### src/rtl/core/tds_pkg.sv
// Shared types and constants for the TIFF dimension sniffer.
package tds_pkg;

  // Tag numbers and field types of interest
  localparam logic [15:0] TAG_WIDTH    = 16'h0100;
  localparam logic [15:0] TAG_HEIGHT   = 16'h0101;
  localparam logic [15:0] TYPE_SHORT   = 16'h0003;
  localparam logic [15:0] TYPE_LONG    = 16'h0004;
  localparam logic [7:0]  ORDER_LITTLE = 8'h49;

  // Directory offsets below this cannot be reached without a rewind
  localparam logic [31:0] MIN_DIR_OFFSET = 32'd8;
  localparam logic [31:0] POS_MAX        = 32'hFFFF_FFFF;

  // Last byte of a 12-byte directory entry
  localparam logic [3:0] ENTRY_LAST_IDX = 4'd11;

  typedef struct packed {
    logic [7:0] data_byte;
    logic       last_byte;
  } in_item_t;

  typedef struct packed {
    logic        header_ok;
    logic [31:0] image_width;
    logic [31:0] image_height;
  } out_item_t;

endpackage

### src/rtl/core/tiff_dimension_sniffer_core.sv
// Streaming TIFF header parser that reports image width and height.
//
//  Channel  Direction  Handshake          Payload
//  in_      input      in_valid/in_stall  tds_pkg::in_item_t  (one file byte)
//  out_     output     out_valid/out_stall tds_pkg::out_item_t (dimensions)
//
// One byte is taken every cycle while in_stall is low; each byte updates the parse state in one pass.
// A result is registered into the output register, or into the skid register while out_ is stalled.
// A two-deep output (result register plus skid register) keeps bytes flowing
// while a result waits; in_stall rises only when both are full.
// Reset (rst_n low, synchronous) returns to the header phase, empties the output.
// The final byte of a file returns the parse state to its reset values.
module tiff_dimension_sniffer_core (
  input  logic               clk,
  input  logic               rst_n,
  input  logic               in_valid,
  output logic               in_stall,
  input  tds_pkg::in_item_t  in_data,
  output logic               out_valid,
  input  logic               out_stall,
  output tds_pkg::out_item_t out_data
);

  typedef enum logic [2:0] {
    PH_HEADER,
    PH_SKIP,
    PH_COUNT,
    PH_ENTRY,
    PH_DONE
  } phase_t;

  // Parse state
  phase_t      phase_r, phase_nxt;
  logic [31:0] pos_r, pos_nxt;
  logic        be_r, be_nxt;
  logic [31:0] dir_off_r, dir_off_nxt;
  logic [15:0] entry_total_r, entry_total_nxt;
  logic [15:0] entries_done_r, entries_done_nxt;
  logic [3:0]  idx_r, idx_nxt;
  logic [15:0] tag_r, tag_nxt;
  logic [15:0] type_r, type_nxt;
  logic [31:0] value_r, value_nxt;
  logic        w_seen_r, w_seen_nxt;
  logic        h_seen_r, h_seen_nxt;
  logic [31:0] w_val_r, w_val_nxt;
  logic [31:0] h_val_r, h_val_nxt;
  logic        given_r, given_nxt;

  // Output register and skid register
  logic               out_valid_r, out_valid_nxt;
  tds_pkg::out_item_t out_data_r, out_data_nxt;
  logic               skid_valid_r, skid_valid_nxt;
  tds_pkg::out_item_t skid_data_r, skid_data_nxt;

  logic               in_xfer;
  logic               res_valid;
  tds_pkg::out_item_t res;

  // Add byte b as byte k of a multi-byte value in the chosen order
  function automatic logic [31:0] gather(input logic [31:0] acc, input logic [7:0] b,
                                         input logic [1:0] k, input logic big);
    logic [31:0] base;
    base = (k == 2'd0) ? 32'd0 : acc;
    if (big) begin
      return {base[23:0], b};
    end
    return base | ({24'd0, b} << {k, 3'b000});
  endfunction

  assign in_stall  = skid_valid_r;
  assign in_xfer   = in_valid && !skid_valid_r;
  assign out_valid = out_valid_r;
  assign out_data  = out_data_r;

  // Advance the parse state by one byte
  always_comb begin
    phase_t      ph;
    logic [31:0] g;
    logic        emit;
    logic        ok;
    ph               = phase_r;
    g                = '0;
    emit             = 1'b0;
    ok               = 1'b0;
    phase_nxt        = phase_r;
    pos_nxt          = pos_r;
    be_nxt           = be_r;
    dir_off_nxt      = dir_off_r;
    entry_total_nxt  = entry_total_r;
    entries_done_nxt = entries_done_r;
    idx_nxt          = idx_r;
    tag_nxt          = tag_r;
    type_nxt         = type_r;
    value_nxt        = value_r;
    w_seen_nxt       = w_seen_r;
    h_seen_nxt       = h_seen_r;
    w_val_nxt        = w_val_r;
    h_val_nxt        = h_val_r;
    given_nxt        = given_r;
    res              = '0;

    if (in_xfer) begin
      // Enter the count phase when the skip reaches the directory
      if (phase_r == PH_SKIP && pos_r == dir_off_r) begin
        ph = PH_COUNT;
      end
      phase_nxt = ph;

      unique case (ph)
        PH_HEADER: begin
          if (pos_r == 32'd0) begin
            be_nxt = (in_data.data_byte != tds_pkg::ORDER_LITTLE);
          end
          if (pos_r >= 32'd4 && pos_r <= 32'd7) begin
            dir_off_nxt = gather(dir_off_r, in_data.data_byte, pos_r[1:0], be_nxt);
          end
          if (pos_r >= 32'd7) begin
            if (dir_off_nxt < tds_pkg::MIN_DIR_OFFSET) begin
              emit = 1'b1;
            end else begin
              phase_nxt = PH_SKIP;
            end
          end
        end
        PH_COUNT: begin
          g = gather({16'd0, entry_total_r}, in_data.data_byte, {1'b0, idx_r[0]}, be_r);
          entry_total_nxt = g[15:0];
          if (idx_r >= 4'd1) begin
            idx_nxt   = 4'd0;
            phase_nxt = PH_ENTRY;
          end else begin
            idx_nxt = idx_r + 4'd1;
          end
        end
        PH_ENTRY: begin
          if (idx_r < 4'd2) begin
            g       = gather({16'd0, tag_r}, in_data.data_byte, {1'b0, idx_r[0]}, be_r);
            tag_nxt = g[15:0];
          end else if (idx_r < 4'd4) begin
            g        = gather({16'd0, type_r}, in_data.data_byte, {1'b0, idx_r[0]}, be_r);
            type_nxt = g[15:0];
          end else if (idx_r >= 4'd8) begin
            value_nxt = gather(value_r, in_data.data_byte, idx_r[1:0], be_r);
          end
          if (idx_r >= tds_pkg::ENTRY_LAST_IDX) begin
            idx_nxt = 4'd0;
            // Close the entry: mark a width or height tag as seen, take its value if SHORT or LONG
            if (tag_r == tds_pkg::TAG_WIDTH) begin
              w_seen_nxt = 1'b1;
              if (type_r == tds_pkg::TYPE_SHORT) begin
                w_val_nxt = be_r ? {16'd0, value_nxt[31:16]} : {16'd0, value_nxt[15:0]};
              end else if (type_r == tds_pkg::TYPE_LONG) begin
                w_val_nxt = value_nxt;
              end
            end else if (tag_r == tds_pkg::TAG_HEIGHT) begin
              h_seen_nxt = 1'b1;
              if (type_r == tds_pkg::TYPE_SHORT) begin
                h_val_nxt = be_r ? {16'd0, value_nxt[31:16]} : {16'd0, value_nxt[15:0]};
              end else if (type_r == tds_pkg::TYPE_LONG) begin
                h_val_nxt = value_nxt;
              end
            end
            entries_done_nxt = entries_done_r + 16'd1;
            if ((w_seen_nxt && h_seen_nxt) || entries_done_nxt >= entry_total_r) begin
              emit = 1'b1;
            end
          end else begin
            idx_nxt = idx_r + 4'd1;
          end
        end
        default: begin
          // Skip and done phases only count bytes
        end
      endcase

      if (emit) begin
        given_nxt = 1'b1;
        phase_nxt = PH_DONE;
      end

      // Saturate the byte position
      if (pos_r != tds_pkg::POS_MAX) begin
        pos_nxt = pos_r + 32'd1;
      end

      // End of file: report if nothing was reported, then start over
      if (in_data.last_byte) begin
        if (!given_r) begin
          emit = 1'b1;
        end
      end

      ok                 = w_seen_nxt && h_seen_nxt;
      res.header_ok      = ok;
      res.image_width    = ok ? w_val_nxt : 32'd0;
      res.image_height   = ok ? h_val_nxt : 32'd0;

      if (in_data.last_byte) begin
        phase_nxt        = PH_HEADER;
        pos_nxt          = '0;
        be_nxt           = 1'b0;
        dir_off_nxt      = '0;
        entry_total_nxt  = '0;
        entries_done_nxt = '0;
        idx_nxt          = '0;
        tag_nxt          = '0;
        type_nxt         = '0;
        value_nxt        = '0;
        w_seen_nxt       = 1'b0;
        h_seen_nxt       = 1'b0;
        w_val_nxt        = '0;
        h_val_nxt        = '0;
        given_nxt        = 1'b0;
      end
    end
    res_valid = emit;
  end

  // Steer results into the output register or the skid register
  always_comb begin
    out_valid_nxt  = out_valid_r;
    out_data_nxt   = out_data_r;
    skid_valid_nxt = skid_valid_r;
    skid_data_nxt  = skid_data_r;
    if (!out_valid_r || !out_stall) begin
      if (skid_valid_r) begin
        out_valid_nxt  = 1'b1;
        out_data_nxt   = skid_data_r;
        skid_valid_nxt = 1'b0;
      end else begin
        out_valid_nxt = res_valid;
        out_data_nxt  = res;
      end
    end else if (res_valid) begin
      skid_valid_nxt = 1'b1;
      skid_data_nxt  = res;
    end
  end

  // Hold state and registered outputs
  always_ff @(posedge clk) begin
    if (!rst_n) begin
      phase_r        <= PH_HEADER;
      pos_r          <= '0;
      be_r           <= 1'b0;
      dir_off_r      <= '0;
      entry_total_r  <= '0;
      entries_done_r <= '0;
      idx_r          <= '0;
      tag_r          <= '0;
      type_r         <= '0;
      value_r        <= '0;
      w_seen_r       <= 1'b0;
      h_seen_r       <= 1'b0;
      w_val_r        <= '0;
      h_val_r        <= '0;
      given_r        <= 1'b0;
      out_valid_r    <= 1'b0;
      skid_valid_r   <= 1'b0;
    end else begin
      phase_r        <= phase_nxt;
      pos_r          <= pos_nxt;
      be_r           <= be_nxt;
      dir_off_r      <= dir_off_nxt;
      entry_total_r  <= entry_total_nxt;
      entries_done_r <= entries_done_nxt;
      idx_r          <= idx_nxt;
      tag_r          <= tag_nxt;
      type_r         <= type_nxt;
      value_r        <= value_nxt;
      w_seen_r       <= w_seen_nxt;
      h_seen_r       <= h_seen_nxt;
      w_val_r        <= w_val_nxt;
      h_val_r        <= h_val_nxt;
      given_r        <= given_nxt;
      out_valid_r    <= out_valid_nxt;
      skid_valid_r   <= skid_valid_nxt;
    end
    out_data_r  <= out_data_nxt;
    skid_data_r <= skid_data_nxt;
  end

endmodule

### config.mk
export PLATFORM = sky130hd
export DESIGN_NAME = tiff_dimension_sniffer_core
export DESIGN_NICKNAME = d
export VERILOG_FILES = /design/src/rtl/core/tds_pkg.sv /design/src/rtl/core/tiff_dimension_sniffer_core.sv
export SDC_FILE = /design/constraint.sdc
export NUM_CORES = 1
export LEC_CHECK = 0
export ABC_AREA = 0
export BUFFER_PORTS_ARGS = -buffer_cell sky130_fd_sc_hd__buf_4
export CAP_MARGIN = 5
export CELL_PAD_IN_SITES_DETAIL_PLACEMENT = 0
export CELL_PAD_IN_SITES_GLOBAL_PLACEMENT = 2
export CORE_ASPECT_RATIO = 1.75
export CORE_MARGIN = 2
export CORE_UTILIZATION = 36
export DETAILED_ROUTE_END_ITERATION = 8
export HOLD_SLACK_MARGIN = 0.05
export PLACE_DENSITY_LB_ADDON = 0.15
export RECOVER_POWER = 25
export SYNTH_ARGS = -nofsm -noshare
export SYNTH_HDL_FRONTEND = slang
export SYNTH_SLANG_ARGS = --single-unit
### constraint.sdc
create_clock -name clk -period 7.91 [get_ports clk]
set_input_delay 0.3955 -clock clk [delete_from_list [all_inputs] [get_ports clk]]
set_output_delay 0.3955 -clock clk [all_outputs]
set_load 0.005 [all_outputs]
==> results, run 1 <==
- The die is 298 microns tall.
- The worst setup path is launched from a register.
- The initial standard-cell utilization of the core is 0.366.
- After layout, the worst setup slack is 2640 ps.
- Data on the critical path is required at its endpoint by 8320 ps.
- The die area is 51,400 sq um.
- The synthesis warning total is 0.
- The synthesized area divided by synthesized cell count is 9.25 sq um.
- The critical path is of the register to register type.
- Detailed routing placed a total of 1.90 mm of wire on met3.
- The distinct cell type count after synthesis is 78.
- Across the routed clock network, the largest skew measured is 27.7 ps.
- The worst setup slack after placement is 3410 ps.
- Of the total power, the share spent switching nets is 0.237.
- The final global-route overflow total is 0.
- The largest single stage delay on the critical path is 2300 ps.
- The number of hold violations in the final report came to 0.
- Measured against its own limit, the worst slew margin works out to -1.20.
- The post-detailed-route wirelength per cell is 22.7 microns.
- The area growth from synthesis to layout is 13.6%.
- By area the synthesized netlist is led by dfxtp_1 (27%), edfxtp_1 (22%), nor2_1 (6.1%), a22oi_1 (5.5%), a21oi_1 (4.4%).
- The H-tree was split into 2 levels.
- The async set-reset flop share out of synthesis is 0.
- In the routed layout, each cell is associated on average with a via count of 5.68.
- In this run the remaining antenna-violating nets after routing total 0.
- In this run the post-CTS setup repair buffer count came out at 0.
- The final core area utilization is 0.415.
- The number of global-route vias before repair is 14,700.
- In this run, CTS created clock tree buffers numbering 38.
- Summing internal, switching and leakage power gives 4.04 mW.
- The met2 wire length is 31.5 mm.
- In the final layout, the share of cells above drive strength 1 is 0.104.
- The flop and latch count out of synthesis is 367.
- The tightest hold path in the finished design has a slack of 335 ps.
- Across the run, the number of max-cap violations was 4.
- The maximum buffer depth of the clock tree is 3.
- The global-route wire length before repair is 90.7 mm.
- The sum of routed wire segments on met1 is 22.7 mm.
- The capturing element type of the critical path is a register.
- The total clock sinks is 367.
- At the end of routability-driven placement, the weighted congestion stood at 0.930.
- The part of the power in combinational logic is 0.047.
- Of the total power, the clock network draws 0.467.
- Row generation in the floorplan step produced 107 rows.
- The post-detailed-placement half-perimeter wirelength is 41.1 mm.
- The sequential power share is 0.486.
- The area inside the core boundary is 48,700 sq um.
- Port buffering added 79 buffers.
- Clock latency on the worst-skew pair, taken at its later pin, is 560 ps.
- Of the available clock period, the critical path in the final layout requires 0.666.
- For this run, design rule violations remaining after detail routing come to 0.
- The static leakage power is 8.18 nW.
- Timing would allow up to 190 MHz.
- IR analysis of the VDD net gives a maximum drop of 0.138 mV.
- The total global routing track utilization is 0.231.
- Entering global routing, the biggest net connects 83 pins.
- After the last flow step, the layout net total stands at 1,971.
- The most used flip-flop cell after synthesis is dfxtp_1.
- The internal power of the cells is 3.09 mW.
- The switching power of the nets is 0.957 mW.
- The number of antenna violations at the first check in global routing is 0.
- In this run the power density over the cells is 200 nW/um^2.
- The violation count after the first detailed-routing iteration is 1,193.
- The number of setup violations in the final report is 0.
- The pre-antenna-repair detailed-routing pass consisted of 6 iterations.
- The worst endpoint data arrival time is 5680 ps.
- The maximum fanout count along the critical path is 67.
- The worst path in the final design needs a cycle of 5270 ps, including I/O delays and setup.
- The number of antenna diodes in the final layout is 0.
- Counting tap cells, the placed design contains a total of 2,550 instances.
- After technology mapping, the gate count stands at 1,926.
- The run finished, with violations left.
- The leading area contributor after synthesis is dfxtp_1.
- The checks that failed: capacitance limit, slew limit.
- For this block, the routed nets add up to 59.6 mm of wire.
- The cts-stage hold buffer count is 0.
- The critical path goes through clkbuf_1, nor2_2, clkbuf_1, and3_1, clkbuf_1, nand2_1, nor2_1, a22oi_1, nor2_1.
- The path class of the tightest hold or removal check is primary input to register.
- The number of placed I/O pins is 80.
- The number of synthesized flops with an enable pin is 130.
- The filler-free cell count of the finished design is 2,620.
- The share of the Yosys chip area taken by registers is 0.485.
- The cell at the root of the clock tree is clkbuf_16.
- The master of the slowest instance on the critical path is clkbuf_1.
- The horizontal die dimension is 172 microns.
- At the pin with the least slew margin, the transition time is 3300 ps.
- The number of max-slew violations in the final report came to 200.
- The most frequently used cell type in the post-synthesis netlist is nor2_1.
- The uppermost signal routing layer after detailed routing is met4.
- The commonest cells after synthesis are nor2_1 (288), dfxtp_1 (237), a21oi_1 (158).
- The total of cells resized after clock tree synthesis is 0.
- The clock-pin slew of the registers on the worst-case setup and hold paths is 70 ps.
- TritonCTS built the clock tree.
- The number of nets produced by synthesis is 1,961.
- The proportion of netlist area held by the largest area contributor is 0.266.
- The number of vias in the routed layout is 14,900.
- After synthesis the cells add up to 17,800 sq um.
- The most prevalent standard cell on the critical path is clkbuf_1.
- Setup repair after global routing left no endpoint under its margin.
## stage by stage
step	TNS [ps]	instance area, sq um
after floorplan	-27880	17900
after global routing	0	20200
final	0	20200
after CTS	0	20300
after detailed placement	0	19000
after global placement	0	19000
## layout by cell type (no fill, tap or decap), types with 7 or more instances in the layout
cell       netlist  final
clkbuf_1       127     30
inv_1           44     42
edfxtp_1       130    130
nand2b_1        11     11
o22a_1          33     33
clkbuf_4         0     46
or3_1            8      8
ha_1            22     21
o22ai_1         12     12
buf_4            0     38
a22oi_1        130    130
nor4_1          18     17
nand3b_1         7      7
nand3_1         24     24
a22o_1          48     48
xnor2_1         18     18
o211a_1          8      8
nand2_1         99     98
nor3_1          39     37
o221a_2         15     15
and3_1          19     19
mux2_2          10     10
clkbuf_16        0     39
xor2_1          54     54
o21ai_0         92     93
nand4_1         22     22
mux2i_1          9      9
a21o_1          70     70
and2_1          52     52
a21oi_1        158    157
dfxtp_1        237    236
nor2_1         288    286
## area by class of cell
type / instances / area, sq um
clock buffers: 49 / 1050
clock inverters: 21 / 240
fillers: 4905 / 28500
inverters: 46 / 183
multi-input cells: 1374 / 8570
flip-flops and latches: 367 / 8650
well taps: 654 / 818
repair buffers: 109 / 724
## kinds of logic (layout without fill, tap and decap cells)
logic type,count (synthesis),count (layout),share of synthesized area
multiplexers,19,19,0.0114
XOR/XNOR,72,72,0.0354
buffers and inverters,185,225,0.0400
flip-flops,367,367,0.485
AO/OA/AOI/OAI,630,630,0.240
AND/OR/NAND/NOR,631,631,0.172
adder cells (fa/ha/maj),22,22,0.0154
## final timing paths
kind	startpoint	endpoint	slack (ps)	cells after the start
worst max register to register	in_stall	dir_off_r[7]	2640	9
worst min-delay path	in_data[7]	type_r[6]	330	3
worst min register to register	value_r[25]	value_r[25]	460	2
worst max-delay path	in_stall	dir_off_r[7]	2640	9
## layer usage
metal	global-route usage	up-vias
li1	-	7086
met1	0.257	7182
met2	0.425	439
met3	0.0227	171
met4	0.123	0
met5	0	-
## registers in the layout (all words and copies together), names as in the netlist, 3 cells and up
| name | count |
|---|---|
| pos_r | 32 |
| skid_data_r | 65 |
| entries_done_r | 16 |
| h_val_r | 32 |
| idx_r | 4 |
| dir_off_r | 32 |
| value_r | 32 |
| type_r | 16 |
| entry_total_r | 16 |
| w_val_r | 32 |
| out_data | 65 |
| phase_r | 3 |
| tag_r | 16 |
## power groups by stage
stage	Combinational, mW	Clock [mW]	Sequential (mW)
after floorplan	0.109	0	2.01
after global placement	0.192	0	2.01
after detailed placement	0.193	0	2.01
after CTS	0.193	1.94	1.97
after global routing	0.203	2.00	1.97
final	0.189	1.89	1.97
## worst max-delay path: cells and delay by family (launching register included)
family	cells	cell delay [ps]
flip-flops	1	330
buffers and inverters	3	3330
AO/OA/AOI/OAI	1	230
AND/OR/NAND/NOR	5	1210
Power figures use the tool's default switching activity.
==> inputs of run 2 (changes only) <==
--- a/config.mk
+++ b/config.mk
@@ -12,7 +12,7 @@
 export CELL_PAD_IN_SITES_GLOBAL_PLACEMENT = 2
 export CORE_ASPECT_RATIO = 1.75
 export CORE_MARGIN = 2
-export CORE_UTILIZATION = 36
+export CORE_UTILIZATION = 39
 export DETAILED_ROUTE_END_ITERATION = 8
 export HOLD_SLACK_MARGIN = 0.05
 export PLACE_DENSITY_LB_ADDON = 0.15
==> constraint.sdc (replaced) <==
create_clock -name clk -period 4.85 [get_ports clk]
set_input_delay 0.2425 -clock clk [delete_from_list [all_inputs] [get_ports clk]]
set_output_delay 0.2425 -clock clk [all_outputs]
set_load 0.005 [all_outputs]
==> results, run 2 (synthesized netlist as in run 1, its figures left out) <==
- The final global-route overflow total is 0 (unchanged).
- The cts-stage hold buffer count is 0 (unchanged).
- The master of the slowest instance on the critical path is dfxtp_1 (was clkbuf_1).
- The number of hold violations in the final report is 0 (unchanged).
- The number of antenna violations at the first check in global routing was 1 (was 0).
- Run status: finished, violations left (unchanged).
- The filler cell count in the final layout is 4,421 (was 4,905).
- The maximum fanout count along the critical path is 65 (was 67).
- The area inside the core boundary is 45,100 sq um (was 48,700 sq um).
- The peak ir drop on the vdd network is 0.265 mV (was 0.138 mV).
- The minimum period implied by the final worst setup slack is 4250 ps (was 5270 ps).
- The die extent in y is 287 microns (was 298 microns).
- The remaining design rule violation count is 0 (unchanged).
- The post-detailed-placement half-perimeter wirelength is 42.6 mm (was 41.1 mm).
- The maximum buffer depth of the clock tree is 3 (unchanged).
- The total of buffers placed on input and output ports was 79 (unchanged).
- The static leakage power is 8.32 nW (was 8.18 nW).
- The total global routing track utilization is 0.256 (was 0.231).
- The synthesis-to-layout area growth is 14.0% (was 13.6%).
- The clock-pin slew of the registers on the worst-case setup and hold paths came to 60 ps (was 70 ps).
- The cell at the root of the clock tree is clkbuf_16 (unchanged).
- The proportion of layout cells with a drive suffix above 1 is 0.117 (was 0.104).
- The clock network latency to the later pin of the worst-skew pair came to 550 ps (was 560 ps).
- The cell family with the largest share of critical-path delay is simple AND/OR/NAND/NOR gates (was buffers and inverters).
- The number of vias in the routed layout is 15,100 (was 14,900).
- The number of core rows came to 103 (was 107).
- The total of cells resized after clock tree synthesis came to 0 (unchanged).
- The start-to-end type of the worst setup path is register to register (unchanged).
- The number of placed I/O pins is 80 (unchanged).
- The worst slew margin relative to its limit is -1.51 (was -1.20).
- The critical path buffer and inverter count is 1 (was 3).
- The number of antenna-violating nets in the routed design came to 0 (unchanged).
- The setup skew after layout is 17.7 ps (was 27.7 ps).
- The count of H-tree levels built during CTS came to 2 (unchanged).
- The average vias per placed instance is 5.89 (was 5.68).
- The clock tree from TritonCTS was done (unchanged).
- The final weighted congestion of routability-driven global placement is 0.957 (was 0.930).
- The horizontal die dimension is 166 microns (was 172 microns).
- The number of buffers created by CTS is 37 (was 38).
- The sum of routed wire length over all layers is 60.7 mm (was 59.6 mm).
- The power density relative to cell area was 322 nW/um^2 (was 200 nW/um^2).
- The number of setup buffers added after CTS is 0 (unchanged).
- The type of the most critical hold path is primary input to register (unchanged).
- The total clock sinks was 367 (unchanged).
- Violated checks: capacitance limit, slew limit (unchanged).
- The number of nets in the layout is 1,992 (was 1,971).
- Cells traversed along the worst timing path: nor3b_1, nand4_1, nor3_1, nor2_1, nor4bb_1, nand4b_1, or4b_4, a311oi_4, buf_12 (was clkbuf_1, nor2_2, clkbuf_1, and3_1, clkbuf_1, nand2_1, nor2_1, a22oi_1, nor2_1).
- The delay contributed by the slowest stage of the critical path was 670 ps (was 2300 ps).
- RSZ-0062 raised after global routing: false (unchanged).
- The number of setup violations in the final report was 0 (unchanged).
- The share of the clock period used by the worst path is 0.877 (was 0.666).
- The largest net degree at the start of global routing is 89 (was 83).
- The number of global-route vias before repair is 14,700 (about the same).
- The maximum clock rate is 235 MHz (was 190 MHz).
- The worst endpoint data arrival time was 4450 ps (was 5680 ps).
- The capturing element type of the critical path is a register (unchanged).
- The number of iterations in the first detailed-routing pass is 5 (was 6).
- Highest-count cells in the layout ignoring fill and taps: nor2_1 (287), dfxtp_1 (236), a21oi_1 (157) (was nor2_1 (286), dfxtp_1 (236), a21oi_1 (157)).
- The most common cell after layout, fill and taps aside is nor2_1 (unchanged).
- The global-route wire length before repair is 92.1 mm (was 90.7 mm).
- The worst hold slack after final layout is 153 ps (was 335 ps).
- The violation count after the first detailed-routing iteration is 1,066 (was 1,193).
- The data required time of the worst path was 5050 ps (was 8320 ps).
- The post-detailed-route wirelength per cell is 23.7 microns (was 22.7 microns).
- The number of max-slew violations in the final report came to 96 (was 200).
- The slew of the pin with the lowest slew margin came to 3760 ps (was 3300 ps).
- The category of the worst setup path launch point was a register (unchanged).
- The total power is 6.53 mW (was 4.04 mW).
- The die area is 47,500 sq um (was 51,400 sq um).
- The initial standard-cell utilization of the core came to 0.395 (was 0.366).
- The final-layout setup total negative slack is 0 ps (unchanged).
- The max-cap violation count was 2 (was 4).
-- run 2: cell types whose count changed in the layout (fill, tap and decap cells not counted), moves of 3 or more --
| cell | previous run | this run |
|---|---|---|
| buf_4 | 38 | 60 |
| clkbuf_4 | 46 | 50 |
| clkinv_4 | 3 | 0 |
| clkbuf_1 | 30 | 26 |
| clkinv_2 | 3 | 6 |
| clkinv_1 | 5 | 1 |
-- run 2: final cells by class --
class                      count  area [sq um]  area share
sequential                   367          8650       0.426
multi-input combinational   1374          8580       0.422
clock buffer                  50          1020      0.0504
timing repair buffer         131           938      0.0462
tap                          577           722      0.0355
clock inverter                17           224      0.0110
inverter                      46           183     0.00899
antenna                        1          2.50    0.000123
-- run 2: tightest hold or removal path, delay by kind of cell --
kind,cells,cell delay [ps]
AO/OA/AOI/OAI,2,210
buffers and inverters,2,200
-- run 2: through the flow --
| step | util | worst slack [ps] | instance area (sq um) | instances |
|---|---|---|---|---|
| after floorplan | - | -3490 | 17900 | 1926 |
| after global placement | 0.425 | 638 | 19100 | 2495 |
| after detailed placement | 0.425 | 623 | 19100 | 2495 |
| after CTS | 0.452 | 620 | 20400 | 2562 |
| after global routing | 0.450 | 246 | 20300 | 2562 |
| final | 0.450 | 599 | 20300 | 2563 |
-- run 2: report_power, final --
part           internal [mW]  switching (mW)  total (mW)
clock network           1.76            1.25        3.01
logic                 0.0793           0.235       0.315
registers               3.20          0.0122        3.21
total                   5.03            1.50        6.53
-- run 2: layer usage --
metal  routed length (microns)  vias up  GRT usage
met5                         0        -          0
met3                      2260      159     0.0283
met4                      3940        0      0.153
met2                     32500      466      0.472
li1                          -     7107          -
met1                     22100     7372      0.277
-- run 2: path summary, 6_finish.rpt --
kind / startpoint / cells past startpoint / to / slack (ps)
setup / recovery: pos_r[2] / 9 / skid_data_r[16] / 600
hold reg to reg: value_r[29] / 2 / value_r[29] / 460
setup reg to reg: pos_r[2] / 9 / skid_data_r[16] / 600
hold / removal: in_valid / 4 / in_stall / 150
==> inputs of run 3 (changes only) <==
==> constraint.sdc (replaced) <==
create_clock -name clk -period 4.4 [get_ports clk]
set_input_delay 0.22 -clock clk [delete_from_list [all_inputs] [get_ports clk]]
set_output_delay 0.22 -clock clk [all_outputs]
set_load 0.005 [all_outputs]
==> results, run 3 (synthesized netlist as in run 1, its figures left out) <==
- The number of vias in the routed layout is 15,100 (about the same).
- The remaining design rule violation count is 0 (unchanged).
- The cell family with the largest share of critical-path delay is simple AND/OR/NAND/NOR gates (unchanged).
- The total of buffers placed on input and output ports is 79 (unchanged).
- The diode insertion count for antenna repair is 0 (was 1).
- The reg-to-reg startpoint is pos_r[1] (was pos_r[2]).
- The count of H-tree levels built during CTS is 2 (unchanged).
- The number of nets in the layout is 2,009 (was 1,992).
- The initial standard-cell utilization of the core is 0.395 (unchanged).
- The number of buffers created by CTS is 36 (was 37).
- The number of antenna violations at the first check in global routing came to 0 (was 1).
- The number of hold violations in the final report is 0 (unchanged).
- The clock tree from TritonCTS is done (unchanged).
- The static leakage power was 8.35 nW (was 8.32 nW).
- The category of the worst setup path launch point is a register (unchanged).
- Highest-count cells in the layout ignoring fill and taps: nor2_1 (287), dfxtp_1 (236), a21oi_1 (157) (unchanged).
- The critical path buffer and inverter count came to 3 (was 1).
- RSZ-0062 raised after global routing: false (unchanged).
- The maximum clock rate came to 238 MHz (was 235 MHz).
- The number of core rows is 103 (unchanged).
- The post-detailed-route wirelength per cell is 23.6 microns (was 23.7 microns).
- The final global-route overflow total is 0 (unchanged).
- The area inside the core boundary was 45,100 sq um (unchanged).
- The total clock sinks was 367 (unchanged).
- The setup skew after layout is 24.2 ps (was 17.7 ps).
- The reg-to-reg critical path endpoint is skid_data_r[16] (unchanged).
- The proportion of layout cells with a drive suffix above 1 is 0.121 (was 0.117).
- The number of cells on the worst hold path is 3 (was 4).
- Run status: finished, violations left (unchanged).
- The capturing element type of the critical path is a register (unchanged).
- The start-to-end type of the worst setup path is register to register (unchanged).
- The number of antenna-violating nets in the routed design is 0 (unchanged).
- The clock network latency to the later pin of the worst-skew pair came to 550 ps (about the same).
- The maximum fanout count along the critical path came to 65 (unchanged).
- The global-route wire length before repair is 91.8 mm (was 92.1 mm).
- Violated checks: capacitance limit, slew limit (unchanged).
- The peak ir drop on the vdd network is 0.298 mV (was 0.265 mV).
- The number of cells traversed by the worst register-to-register path came to 12 (was 9).
- The post-detailed-placement half-perimeter wirelength came to 43.6 mm (was 42.6 mm).
- The horizontal die dimension is 166 microns (unchanged).
- The total of cells resized after clock tree synthesis is 0 (unchanged).
- Cells traversed along the worst timing path: inv_6, ha_4, nor2b_1, buf_4, a22oi_1, nand4bb_1, o31ai_1, nor4bb_1, nand4b_1, or4b_4, a311oi_4, buf_12 (was nor3b_1, nand4_1, nor3_1, nor2_1, nor4bb_1, nand4b_1, or4b_4, a311oi_4, buf_12).
- The worst slew margin relative to its limit is -0.0862 (was -1.51).
- The average vias per placed instance was 5.87 (was 5.89).
- The slew of the pin with the lowest slew margin is 1630 ps (was 3760 ps).
- The die area is 47,500 sq um (unchanged).
- The clock-pin slew of the registers on the worst-case setup and hold paths is 70 ps (was 60 ps).
- The sum of routed wire length over all layers is 60.8 mm (was 60.7 mm).
- The number of iterations in the first detailed-routing pass is 5 (unchanged).
- The most common cell after layout, fill and taps aside is nor2_1 (unchanged).
- The worst hold slack after final layout was 97.0 ps (was 153 ps).
- The hold-critical path endpoint was type_r[1] (was in_stall).
- The total power came to 7.01 mW (was 6.53 mW).
- The critical hold path startpoint is in_data[2] (was in_valid).
- The minimum period implied by the final worst setup slack came to 4210 ps (was 4250 ps).
- The total global routing track utilization was 0.255 (was 0.256).
- The final weighted congestion of routability-driven global placement is 0.939 (was 0.957).
- The worst endpoint data arrival time is 4400 ps (was 4450 ps).
- The number of max-slew violations in the final report came to 35 (was 96).
- The maximum buffer depth of the clock tree is 3 (unchanged).
- The number of global-route vias before repair is 14,800 (was 14,700).
- The number of setup violations in the final report is 0 (unchanged).
- The power density relative to cell area is 345 nW/um^2 (was 322 nW/um^2).
- The share of the clock period used by the worst path is 0.956 (was 0.877).
- The synthesis-to-layout area growth is 14.2% (was 14.0%).
- The number of placed I/O pins is 80 (unchanged).
- The die extent in y is 287 microns (unchanged).
- The reg-to-reg setup timing slack is 190 ps (was 600 ps).
- The type of the most critical hold path is primary input to register (unchanged).
- The violation count after the first detailed-routing iteration is 1,150 (was 1,066).
- The largest net degree at the start of global routing is 69 (was 89).
- The cell at the root of the clock tree is clkbuf_16 (unchanged).
- The data required time of the worst path was 4590 ps (was 5050 ps).
- The delay contributed by the slowest stage of the critical path is 680 ps (was 670 ps).
- The max-cap violation count is 1 (was 2).
- The master of the slowest instance on the critical path was or4b_4 (was dfxtp_1).
[run 3: cell count changes in the layout (fill, tap and decap cells not counted), sizes merged]
cell,previous run,this run
diode,1,0
clkbuf,119,111
buf,62,80
dlygate4sd3,0,2
clkinvlp,3,4
bufinv,5,3
clkinv,7,12
[run 3: how the worst max path moves through the flow]
stage | from | endpoint | slack [ps] | cells past startpoint
floorplan | pos_r[1] | skid_data_r[0] | -3940 | 11
global placement | pos_r[23] | skid_data_r[19] | 150 | 9
detailed placement | pos_r[29] | skid_data_r[17] | 200 | 9
CTS | pos_r[23] | skid_data_r[19] | 200 | 9
global route | pos_r[0] | skid_data_r[21] | 40 | 12
finish | pos_r[1] | skid_data_r[16] | 190 | 12
[run 3: final cells by class]
cell class                      instances  area, sq um
Fill cell                            4445        24800
Sequential cell                       367         8650
Multi-Input combinational cell       1374         8560
Timing Repair Buffer                  149         1070
Clock buffer                           44          951
Tap cell                              577          722
Clock inverter                         21          206
Inverter                               46          183
[run 3: power by group]
| group | switching, mW | total [mW] | leakage (nW) | internal, mW |
|---|---|---|---|---|
| clock | 1.39 | 3.12 | 0.553 | 1.73 |
| combinational | 0.260 | 0.352 | 4.38 | 0.0914 |
| sequential | 0.0135 | 3.53 | 3.42 | 3.52 |
| total | 1.67 | 7.01 | 8.35 | 5.34 |
[run 3: timing repair]
| item | 4_1_cts | 5_1_grt |
|---|---|---|
| setup endpoints to repair | 0 | 1 |
| hold buffers | 2 | 0 |
| hold endpoints to repair | 3 | 0 |
| buffers inserted | 0 | 1 |
[run 3: routing by layer]
metal / up-vias / wire length (microns) / GRT usage / part of all wire
met5: - / 0 / 0 / 0
met2: 468 / 32000 / 0.465 / 0.53
met1: 7338 / 22300 / 0.278 / 0.37
met3: 179 / 2140 / 0.0249 / 0.035
met4: 0 / 4370 / 0.161 / 0.072
li1: 7148 / - / - / -
[run 3: worst reg2reg max path: cells and delay by family, from the launching register on]
kind | cells | cell delay, ps
simple gates | 5 | 1650
fa+ha+maj | 1 | 200
buf+inv | 3 | 750
flops | 1 | 430
compound gates | 3 | 760
[run 3: per-stage QoR]
| step | instances | util | TNS, ps | worst slack [ps] | cell area (sq um) |
|---|---|---|---|---|---|
| floorplan | 1926 | - | -256030 | -3940 | 17900 |
| global placement | 2510 | 0.426 | 0 | 149 | 19200 |
| detailed placement | 2510 | 0.426 | 0 | 205 | 19200 |
| CTS | 2577 | 0.453 | 0 | 196 | 20400 |
| global route | 2578 | 0.451 | 0 | 35.4 | 20300 |
| finish | 2578 | 0.451 | 0 | 192 | 20300 |
